--- config.mk ---
export PLATFORM = sky130hd
export DESIGN_NAME = ppg_led_current_agc
export DESIGN_NICKNAME = d
export VERILOG_FILES = /design/src/design/ppgagc_pkg.sv /design/src/design/ppgagc_cfg.sv /design/src/design/ppgagc_chan.sv /design/src/design/ppg_led_current_agc.sv
export SDC_FILE = /design/constraint.sdc
export NUM_CORES = 1
export LEC_CHECK = 0
export BUFFER_PORTS_ARGS = -buffer_cell sky130_fd_sc_hd__buf_2
export CORE_ASPECT_RATIO = 0.75
export CORE_MARGIN = 8
export CORE_UTILIZATION = 40
export DETAILED_ROUTE_END_ITERATION = 10
export SLEW_MARGIN = 20
export SYNTH_ARGS = -nofsm -noshare
export SYNTH_HDL_FRONTEND = slang
export SYNTH_SLANG_ARGS = --single-unit
--- constraint.sdc ---
create_clock -name clk -period 16.9 [get_ports clk]
set_input_delay 0.845 -clock clk [delete_from_list [all_inputs] [get_ports clk]]
set_output_delay 0.845 -clock clk [all_outputs]
set_load 0.1 [all_outputs]
--- src/design/ppgagc_pkg.sv ---
package ppgagc_pkg;

    // Width of one optical sample field
    localparam int SAMPLE_BITS = 18;
    // Width of the level registers (full scale, finger, coarse)
    localparam int LEVEL_BITS  = 18;
    localparam int AMP_BITS    = 8;
    localparam int PHASE_BITS  = 2;
    localparam int CFG_IDX_BITS = 3;

    // 5*x and 3*fs compare width: wider of sample and level, plus three bits
    localparam int CMP_BITS =
        ((SAMPLE_BITS > LEVEL_BITS) ? SAMPLE_BITS : LEVEL_BITS) + 3;

    // Configuration register indexes
    localparam logic [CFG_IDX_BITS-1:0] REG_FULL_SCALE      = 3'd0;
    localparam logic [CFG_IDX_BITS-1:0] REG_FINGER_LEVEL    = 3'd1;
    localparam logic [CFG_IDX_BITS-1:0] REG_COARSE_LEVEL    = 3'd2;
    localparam logic [CFG_IDX_BITS-1:0] REG_ROUND_LIMIT     = 3'd3;
    localparam logic [CFG_IDX_BITS-1:0] REG_START_AMPLITUDE = 3'd4;
    localparam logic [CFG_IDX_BITS-1:0] REG_AMP_FLOOR       = 3'd5;
    localparam logic [CFG_IDX_BITS-1:0] REG_AMP_CEILING     = 3'd6;

    // Register reset values
    localparam logic [LEVEL_BITS-1:0] FULL_SCALE_RESET   = 18'd262143;
    localparam logic [LEVEL_BITS-1:0] FINGER_LEVEL_RESET = 18'd30000;
    localparam logic [LEVEL_BITS-1:0] COARSE_LEVEL_RESET = 18'd240000;
    localparam logic [AMP_BITS-1:0]   ROUND_LIMIT_RESET  = 8'd100;
    localparam logic [AMP_BITS-1:0]   START_AMP_RESET    = 8'h1F;
    localparam logic [AMP_BITS-1:0]   AMP_FLOOR_RESET    = 8'd10;
    localparam logic [AMP_BITS-1:0]   AMP_CEILING_RESET  = 8'd245;

    // Amplitude step sizes
    localparam logic [AMP_BITS-1:0] STEP_COARSE = 8'd5;
    localparam logic [AMP_BITS-1:0] STEP_FINE   = 8'd1;

    // Loop phase codes
    localparam logic [PHASE_BITS-1:0] PH_WAIT   = 2'd0;
    localparam logic [PHASE_BITS-1:0] PH_ADJUST = 2'd1;
    localparam logic [PHASE_BITS-1:0] PH_DONE   = 2'd2;

    typedef struct packed {
        logic [LEVEL_BITS-1:0] full_scale;
        logic [LEVEL_BITS-1:0] finger_level;
        logic [LEVEL_BITS-1:0] coarse_level;
        logic [AMP_BITS-1:0]   round_limit;
        logic [AMP_BITS-1:0]   start_amplitude;
        logic [AMP_BITS-1:0]   amp_floor;
        logic [AMP_BITS-1:0]   amp_ceiling;
    } cfg_t;

    typedef struct packed {
        logic [SAMPLE_BITS-1:0] red_sample;
        logic [SAMPLE_BITS-1:0] ir_sample;
        logic                   restart;
    } sample_t;

    typedef struct packed {
        logic [AMP_BITS-1:0]   red_amplitude;
        logic [AMP_BITS-1:0]   ir_amplitude;
        logic                  amplitude_changed;
        logic [PHASE_BITS-1:0] loop_phase;
        logic                  finger_seen;
    } result_t;

endpackage

--- src/design/ppgagc_cfg.sv ---
module ppgagc_cfg
(
    input  logic                                 clk,
    input  logic                                 rst_n,
    input  logic                                 cfg_write,
    input  logic [ppgagc_pkg::CFG_IDX_BITS-1:0]  cfg_index,
    input  logic [ppgagc_pkg::LEVEL_BITS-1:0]    cfg_data,
    output ppgagc_pkg::cfg_t                     cfg
);

    ppgagc_pkg::cfg_t cfg_reg;
    ppgagc_pkg::cfg_t cfg_next;
    logic [ppgagc_pkg::AMP_BITS-1:0] data_amp;

    assign data_amp = cfg_data[ppgagc_pkg::AMP_BITS-1:0];

    // Decode the write; an index past the list is dropped
    always_comb
    begin
        cfg_next = cfg_reg;
        if (cfg_write)
        begin
            case (cfg_index)
                ppgagc_pkg::REG_FULL_SCALE:      cfg_next.full_scale      = cfg_data;
                ppgagc_pkg::REG_FINGER_LEVEL:    cfg_next.finger_level    = cfg_data;
                ppgagc_pkg::REG_COARSE_LEVEL:    cfg_next.coarse_level    = cfg_data;
                ppgagc_pkg::REG_ROUND_LIMIT:     cfg_next.round_limit     = data_amp;
                ppgagc_pkg::REG_START_AMPLITUDE: cfg_next.start_amplitude = data_amp;
                ppgagc_pkg::REG_AMP_FLOOR:       cfg_next.amp_floor       = data_amp;
                ppgagc_pkg::REG_AMP_CEILING:     cfg_next.amp_ceiling     = data_amp;
                default:                         cfg_next = cfg_reg;
            endcase
        end
    end

    always_ff @(posedge clk or negedge rst_n)
    begin
        if (!rst_n)
        begin
            cfg_reg.full_scale      <= ppgagc_pkg::FULL_SCALE_RESET;
            cfg_reg.finger_level    <= ppgagc_pkg::FINGER_LEVEL_RESET;
            cfg_reg.coarse_level    <= ppgagc_pkg::COARSE_LEVEL_RESET;
            cfg_reg.round_limit     <= ppgagc_pkg::ROUND_LIMIT_RESET;
            cfg_reg.start_amplitude <= ppgagc_pkg::START_AMP_RESET;
            cfg_reg.amp_floor       <= ppgagc_pkg::AMP_FLOOR_RESET;
            cfg_reg.amp_ceiling     <= ppgagc_pkg::AMP_CEILING_RESET;
        end
        else
        begin
            cfg_reg <= cfg_next;
        end
    end

    assign cfg = cfg_reg;

endmodule

--- src/design/ppgagc_chan.sv ---
module ppgagc_chan
(
    input  logic [ppgagc_pkg::SAMPLE_BITS-1:0] x,
    input  logic [ppgagc_pkg::AMP_BITS-1:0]    amp,
    input  ppgagc_pkg::cfg_t                   cfg,
    output logic [ppgagc_pkg::AMP_BITS-1:0]    amp_next,
    output logic                               changed
);

    localparam int CB = ppgagc_pkg::CMP_BITS;

    logic [CB-1:0] x5;
    logic [CB-1:0] fs3;
    logic [CB-1:0] fs2;
    logic          is_high;
    logic          is_low;
    logic          step_down;
    logic          step_up;
    logic [ppgagc_pkg::AMP_BITS-1:0] step;

    // Exact forms of x > 0.6*fs and x < 0.4*fs
    assign x5  = CB'({x, 2'b00}) + CB'(x);
    assign fs2 = CB'({cfg.full_scale, 1'b0});
    assign fs3 = fs2 + CB'(cfg.full_scale);

    assign is_high   = x5 > fs3;
    assign is_low    = x5 < fs2;
    assign step_down = is_high && (amp > cfg.amp_floor);
    assign step_up   = !step_down && is_low && (amp < cfg.amp_ceiling);

    assign step = (CB'(x) > CB'(cfg.coarse_level)) ?
                  ppgagc_pkg::STEP_COARSE : ppgagc_pkg::STEP_FINE;

    always_comb
    begin
        amp_next = amp;
        if (step_down)
        begin
            // Saturate at zero
            amp_next = (amp > step) ? (amp - step) : '0;
        end
        else if (step_up)
        begin
            amp_next = amp + ppgagc_pkg::STEP_FINE;
        end
    end

    assign changed = step_down || step_up;

endmodule

--- src/design/ppg_led_current_agc.sv ---
// LED drive gain control for a red/infrared optical front end. Each sample
// beat carries one red/IR count pair and returns exactly one result beat with
// both LED amplitudes, a changed flag, the loop phase and finger detection.
// The loop waits for a finger (either channel at or above finger_level); the
// detecting beat only moves it to adjusting. While adjusting, a beat with a
// finger present steps each channel down (by 5 above coarse_level, else by 1)
// when 5*x > 3*full_scale and the amplitude is above amp_floor, or up by 1
// when 5*x < 2*full_scale and the amplitude is below amp_ceiling, and counts
// one round; after round_limit rounds the loop is done and holds. A beat with
// restart set reloads start_amplitude and returns to waiting. Throughput is
// one beat per clock while result_ready is high; an accepted beat is loaded
// into the input register, and the single-pass regulation then writes the
// result register, which raises result valid.
// Configuration registers are written through cfg_write/cfg_index/cfg_data;
// the user must write them only while no beat is in flight (not enforced).
module ppg_led_current_agc
(
    input  logic                                 clk,
    input  logic                                 rst_n,
    input  logic                                 cfg_write,
    input  logic [ppgagc_pkg::CFG_IDX_BITS-1:0]  cfg_index,
    input  logic [ppgagc_pkg::LEVEL_BITS-1:0]    cfg_data,
    input  logic                                 sample_valid,
    output logic                                 sample_ready,
    input  ppgagc_pkg::sample_t                  sample,
    output logic                                 result_valid,
    input  logic                                 result_ready,
    output ppgagc_pkg::result_t                  result
);

    localparam int CB = ppgagc_pkg::CMP_BITS;

    ppgagc_pkg::cfg_t cfg;

    // Input stage
    ppgagc_pkg::sample_t in_reg;
    logic                in_valid_reg;

    // Loop state
    logic [ppgagc_pkg::PHASE_BITS-1:0] phase_reg;
    logic [ppgagc_pkg::PHASE_BITS-1:0] phase_next;
    logic [ppgagc_pkg::AMP_BITS-1:0]   red_drive_reg;
    logic [ppgagc_pkg::AMP_BITS-1:0]   red_drive_next;
    logic [ppgagc_pkg::AMP_BITS-1:0]   ir_drive_reg;
    logic [ppgagc_pkg::AMP_BITS-1:0]   ir_drive_next;
    logic [ppgagc_pkg::AMP_BITS-1:0]   round_count_reg;
    logic [ppgagc_pkg::AMP_BITS-1:0]   round_count_next;

    // Result stage
    ppgagc_pkg::result_t out_reg;
    ppgagc_pkg::result_t out_next;
    logic                out_valid_reg;

    logic                              advance;
    logic                              finger;
    logic [ppgagc_pkg::AMP_BITS-1:0]   red_amp_out;
    logic [ppgagc_pkg::AMP_BITS-1:0]   ir_amp_out;
    logic                              red_changed;
    logic                              ir_changed;
    logic [ppgagc_pkg::AMP_BITS-1:0]   round_inc;

    ppgagc_cfg u_cfg
    (
        .clk       (clk),
        .rst_n     (rst_n),
        .cfg_write (cfg_write),
        .cfg_index (cfg_index),
        .cfg_data  (cfg_data),
        .cfg       (cfg)
    );

    ppgagc_chan u_red
    (
        .x        (in_reg.red_sample),
        .amp      (red_drive_reg),
        .cfg      (cfg),
        .amp_next (red_amp_out),
        .changed  (red_changed)
    );

    ppgagc_chan u_ir
    (
        .x        (in_reg.ir_sample),
        .amp      (ir_drive_reg),
        .cfg      (cfg),
        .amp_next (ir_amp_out),
        .changed  (ir_changed)
    );

    // Move the held beat on whenever the result register is free or drained
    assign advance      = !out_valid_reg || result_ready;
    assign sample_ready = !in_valid_reg || advance;

    assign finger = (CB'(in_reg.red_sample) >= CB'(cfg.finger_level)) ||
                    (CB'(in_reg.ir_sample)  >= CB'(cfg.finger_level));

    assign round_inc = round_count_reg + ppgagc_pkg::AMP_BITS'(1);

    always_comb
    begin
        phase_next       = phase_reg;
        red_drive_next   = red_drive_reg;
        ir_drive_next    = ir_drive_reg;
        round_count_next = round_count_reg;
        out_next.amplitude_changed = 1'b0;
        out_next.finger_seen       = 1'b0;

        if (in_reg.restart)
        begin
            // Drop the sample, reload the start amplitudes
            red_drive_next   = cfg.start_amplitude;
            ir_drive_next    = cfg.start_amplitude;
            phase_next       = ppgagc_pkg::PH_WAIT;
            round_count_next = '0;
        end
        else
        begin
            out_next.finger_seen = finger;
            case (phase_reg)
                ppgagc_pkg::PH_WAIT:
                begin
                    if (finger)
                    begin
                        phase_next = ppgagc_pkg::PH_ADJUST;
                    end
                end
                ppgagc_pkg::PH_ADJUST:
                begin
                    // No finger: pause, leave everything as it is
                    if (finger)
                    begin
                        red_drive_next   = red_amp_out;
                        ir_drive_next    = ir_amp_out;
                        out_next.amplitude_changed = red_changed || ir_changed;
                        round_count_next = round_inc;
                        if (round_inc >= cfg.round_limit)
                        begin
                            phase_next = ppgagc_pkg::PH_DONE;
                        end
                    end
                end
                default:
                begin
                    // Done: hold amplitudes and phase
                    phase_next = phase_reg;
                end
            endcase
        end

        out_next.red_amplitude = red_drive_next;
        out_next.ir_amplitude  = ir_drive_next;
        out_next.loop_phase    = phase_next;
    end

    always_ff @(posedge clk or negedge rst_n)
    begin
        if (!rst_n)
        begin
            in_valid_reg    <= 1'b0;
            out_valid_reg   <= 1'b0;
            phase_reg       <= ppgagc_pkg::PH_WAIT;
            red_drive_reg   <= ppgagc_pkg::START_AMP_RESET;
            ir_drive_reg    <= ppgagc_pkg::START_AMP_RESET;
            round_count_reg <= '0;
        end
        else
        begin
            if (sample_ready)
            begin
                in_valid_reg <= sample_valid;
            end
            if (advance)
            begin
                out_valid_reg <= in_valid_reg;
                if (in_valid_reg)
                begin
                    phase_reg       <= phase_next;
                    red_drive_reg   <= red_drive_next;
                    ir_drive_reg    <= ir_drive_next;
                    round_count_reg <= round_count_next;
                end
            end
        end
    end

    // Payload registers: no reset
    always_ff @(posedge clk)
    begin
        if (sample_ready && sample_valid)
        begin
            in_reg <= sample;
        end
        if (advance && in_valid_reg)
        begin
            out_reg <= out_next;
        end
    end

    assign result_valid = out_valid_reg;
    assign result       = out_reg;

    // A held beat is never lost while the result side stalls
    a_hold_input: assert property (@(posedge clk) disable iff (!rst_n)
        (in_valid_reg && !advance) |=> in_valid_reg)
        else $error("input beat dropped during stall");

    // A shown result always mirrors the loop state it left behind
    a_result_state: assert property (@(posedge clk) disable iff (!rst_n)
        out_valid_reg |-> (out_reg.red_amplitude == red_drive_reg) &&
                          (out_reg.ir_amplitude == ir_drive_reg) &&
                          (out_reg.loop_phase == phase_reg))
        else $error("result does not match loop state");

    // An amplitude change needs a finger and the loop out of waiting
    a_change_cause: assert property (@(posedge clk) disable iff (!rst_n)
        (out_valid_reg && out_reg.amplitude_changed) |->
            (out_reg.finger_seen &&
             ((out_reg.loop_phase == ppgagc_pkg::PH_ADJUST) ||
              (out_reg.loop_phase == ppgagc_pkg::PH_DONE))))
        else $error("amplitude changed without cause");

    // Once done, only a restart beat may move the drives or the phase
    a_done_holds: assert property (@(posedge clk) disable iff (!rst_n)
        ((phase_reg == ppgagc_pkg::PH_DONE) &&
         !(advance && in_valid_reg && in_reg.restart)) |=>
            ($stable(red_drive_reg) && $stable(ir_drive_reg) &&
             (phase_reg == ppgagc_pkg::PH_DONE)))
        else $error("done phase not held");

endmodule
==> impl_results.md <==
- Critical path cell sequence: ha_1, fa_1, a21o_1, a21oi_1, o21bai_1, a21oi_1, o21bai_1, a21oi_1, o21ai_0, o41ai_1, o21bai_1, a21oi_1, xor2_1, ha_1, and4_1, nand4_1, o31ai_1, nand3_1, or4b_4, a31oi_2, nor2_1, or4_1, o311ai_1
- Max FFs per register: 86
- Setup Viol. Count Final: 0
- Via density: a little under 6
- Final-report hold violation count: 0
- Max VDD drop: between 0.08 and 0.09 mV
- Period Utilization, post-route: 0.4013
- Core area: approximately 35,000 µm²
- Synthesis-stage register bit count: roughly 170
- Syn_nets: about 1.8k
- Sequential fraction of the synthesis area: 0.3293
- Crit path max fanout: 12
- Worst setup margin: roughly 10 ns
- Run status: completed
- PD cells: 138.1 nW/µm²
- Synth top area share: 0.2150
- Routability Congestion: between 0.9 and 1
- Width of the die: 232.7 µm
- DRT antenna net count: 0
- Crit path capture type: register
- Most common cell after layout, fill and taps aside: ha_1
- Top cells by area, synth: ha_1, edfxtp_1, dfstp_2
- Clock power frac: 0.189
- Yosys Warn Count: 0
- Crit-path leading delay family: compound AO/OA/AOI/OAI gates
- FMAX: between 0.1 and 0.15 GHz
- Synth area leader: ha_1
- Fillers: about 3.4k
- Tot GR Track Use: 0.2098
- Syn Area/Cell: around 9.5 µm²
- Port-buffer cells: 84
- Ys async rst share: 0.6667
- Slew @ Worst Pin: 1.168 ns
- CP Class: reg -> reg
- Vias: about 12k
- CP dominant cell by count: a21oi_1
- First-pass GRT wire length: slightly below 70,000 µm
- GRT overflow: 0
- Leak: a little over 7 nW
- Bufs on Longest Clock Path: 2
- Die Y: 178.5 µm
- Max Slew Vio Count: 0
- Number of diodes: 0
- CTS Buf Count: 17
- Critical Path Source Type: register
- Worst skew pair latency: about 0.45 ns
- Full die area: 41,520 µm²
- Synthesis-to-layout area growth: 10.84%
- Most frequent cells in the layout: ha_1, nand2_1, o21ai_0, inv_1, a21oi_1
- Cell Area, Synth: between 10,000 and 15,000 µm²
- Post-synth EDFFs: 57
- Largest net degree at the start of global routing: 61
- Routed len/inst: about 21 µm
- Max-cap violation count: 0
- Internal power: about 1.2 mW
- DRC Markers: 0
- Fraction of layout cells with a size suffix above 1: 0.1549
- Crit-path max cell delay: 0.70 ns
- Worst path buffer plus inverter count: 0
- Clock sink total: 171
- CTS tree: built
- P_sw: 0.9726 mW
- Post-CTS sizing: 0
- Gate power share: 0.516
- H-tree depth: 4
- Critical Path AT: 7.05 ns
- Starting Density: 0.4058
- Switch share: 0.4512
- Relative slew slack: 0.2015
- Ports: 85
- Unique masters post-synth: 77
- Register share of total power: 0.295
- Dpl ws: roughly 10 ns
- DRT Pass-1 Iters: 6
- Worst path required time: around 17 ns
- Setup bufs post-CTS: 0
- Root buf cell: clkbuf_16
- Number of global-route vias before repair: 11.40k
- Worst Hold Class: in -> async
- Detail Placement HPWL: about 34,000 µm
- CTS hold repair buffers: 0
- Worst Clk Skew: between 0.01 and 0.015 ns
- Post-synthesis cell count: between 1k and 1.5k
- Design Power: between 2 and 2.5 mW
- Final Critical Period: roughly 6.8 ns
- RSZ-0062 raised after global routing: false
- Clock transition at the registers of the reported paths: 0.08 ns
- Antenna violations before repair: 0
- Slowest cell on the critical path: o41ai_1
- DRT iter0 DRCs: about 1.1k
- WL final: about 44,000 µm
- Nets@finish: between 1.5k and 2k
- Core Rows: between 50 and 60
- Primary FF master, synth: dfstp_2
- Setup tns final: 0 ns
==> power groups by stage <==
| stage | clock network (mW) | registers [mW] | logic, mW |
|---|---|---|---|
| final | 0.408 | 0.637 | 1.11 |
| after global routing | 0.432 | 0.648 | 1.23 |
| after CTS | 0.417 | 0.635 | 1.09 |
| after detailed placement | 0 | 0.642 | 1.08 |
| after global placement | 0 | 0.640 | 1.06 |
| after floorplan | 0 | 0.656 | 0.767 |
==> per-layer routing <==
metal  vias up  GRT usage  routed length, µm
met5         -          0                  0
met4         0    0.04788                733
met3        49    0.04291               3306
met2       423     0.2968              17550
met1      5653     0.3199              21910
li1       5664          -                  -
==> cell usage after synthesis (9+ instances only) <==
cell type / count
ha_1: 242
nand2_1: 121
o21ai_0: 108
inv_1: 107
a21oi_1: 87
nor2_1: 83
a21o_1: 71
dfstp_2: 58
edfxtp_1: 57
dfrtp_1: 56
mux2_2: 41
clkbuf_1: 28
nand4_1: 28
xnor2_1: 28
nand3_1: 27
o21a_1: 27
nand2b_1: 23
nor3_1: 23
xor2_1: 20
nor2b_1: 17
o21bai_1: 16
a211oi_1: 15
and3_1: 15
a31oi_1: 11
mux2i_1: 10
o211ai_1: 10
and2_1: 9
and4_1: 9
o31ai_1: 9
==> final cells by class <==
| type | count | area, µm² | share of cell area |
|---|---|---|---|
| well taps | 457 | 571.8 | 0.03664 |
| flip-flops and latches | 171 | 4637 | 0.2971 |
| multi-input cells | 1168 | 8901 | 0.5703 |
| inverters | 109 | 409.1 | 0.02621 |
| clock inverters | 14 | 153.9 | 0.009861 |
| repair buffers | 95 | 505.5 | 0.03239 |
| clock buffers | 18 | 429.2 | 0.02750 |
==> final timing paths <==
check	startpoint	to	slack, ns	cells past startpoint
min in group clk	in_valid_reg	result_valid	0.51	1
hold / removal	rst_n	u_cfg.cfg[65]	0.50	1
setup reg to reg	u_cfg.cfg[68]	result[4]	10.12	23
setup / recovery	u_cfg.cfg[68]	result[4]	10.12	23
max in group asynchronous	rst_n	round_count_reg[6]	15.03	2
hold reg to reg	in_valid_reg	result_valid	0.51	1
==> metrics by stage <==
| step | cells | utilization | hold WS, ns | instance area [µm²] |
|---|---|---|---|---|
| floorplan | 1484 | - | 0.4572 | 14080 |
| finish | 2032 | 0.4498 | 0.5043 | 15610 |
| detailed placement | 2000 | 0.4330 | 0.4952 | 15020 |
| CTS | 2032 | 0.4498 | 0.5094 | 15610 |
| global placement | 2000 | 0.4330 | 0.4804 | 15020 |
| global route | 2032 | 0.4498 | 0.5204 | 15610 |
==> kinds of logic (layout without fill, tap and decap cells) <==
logic type      after synthesis  in the layout  synth area share
compound gates              434            434            0.2049
xor+xnor                     48             48           0.02986
fa+ha+maj                   245            245            0.2193
buf+inv                     145            236           0.03990
flops                       171            171            0.3293
mux                          51             51           0.03990
simple gates                390            390            0.1368
Power figures use the tool's default switching activity.
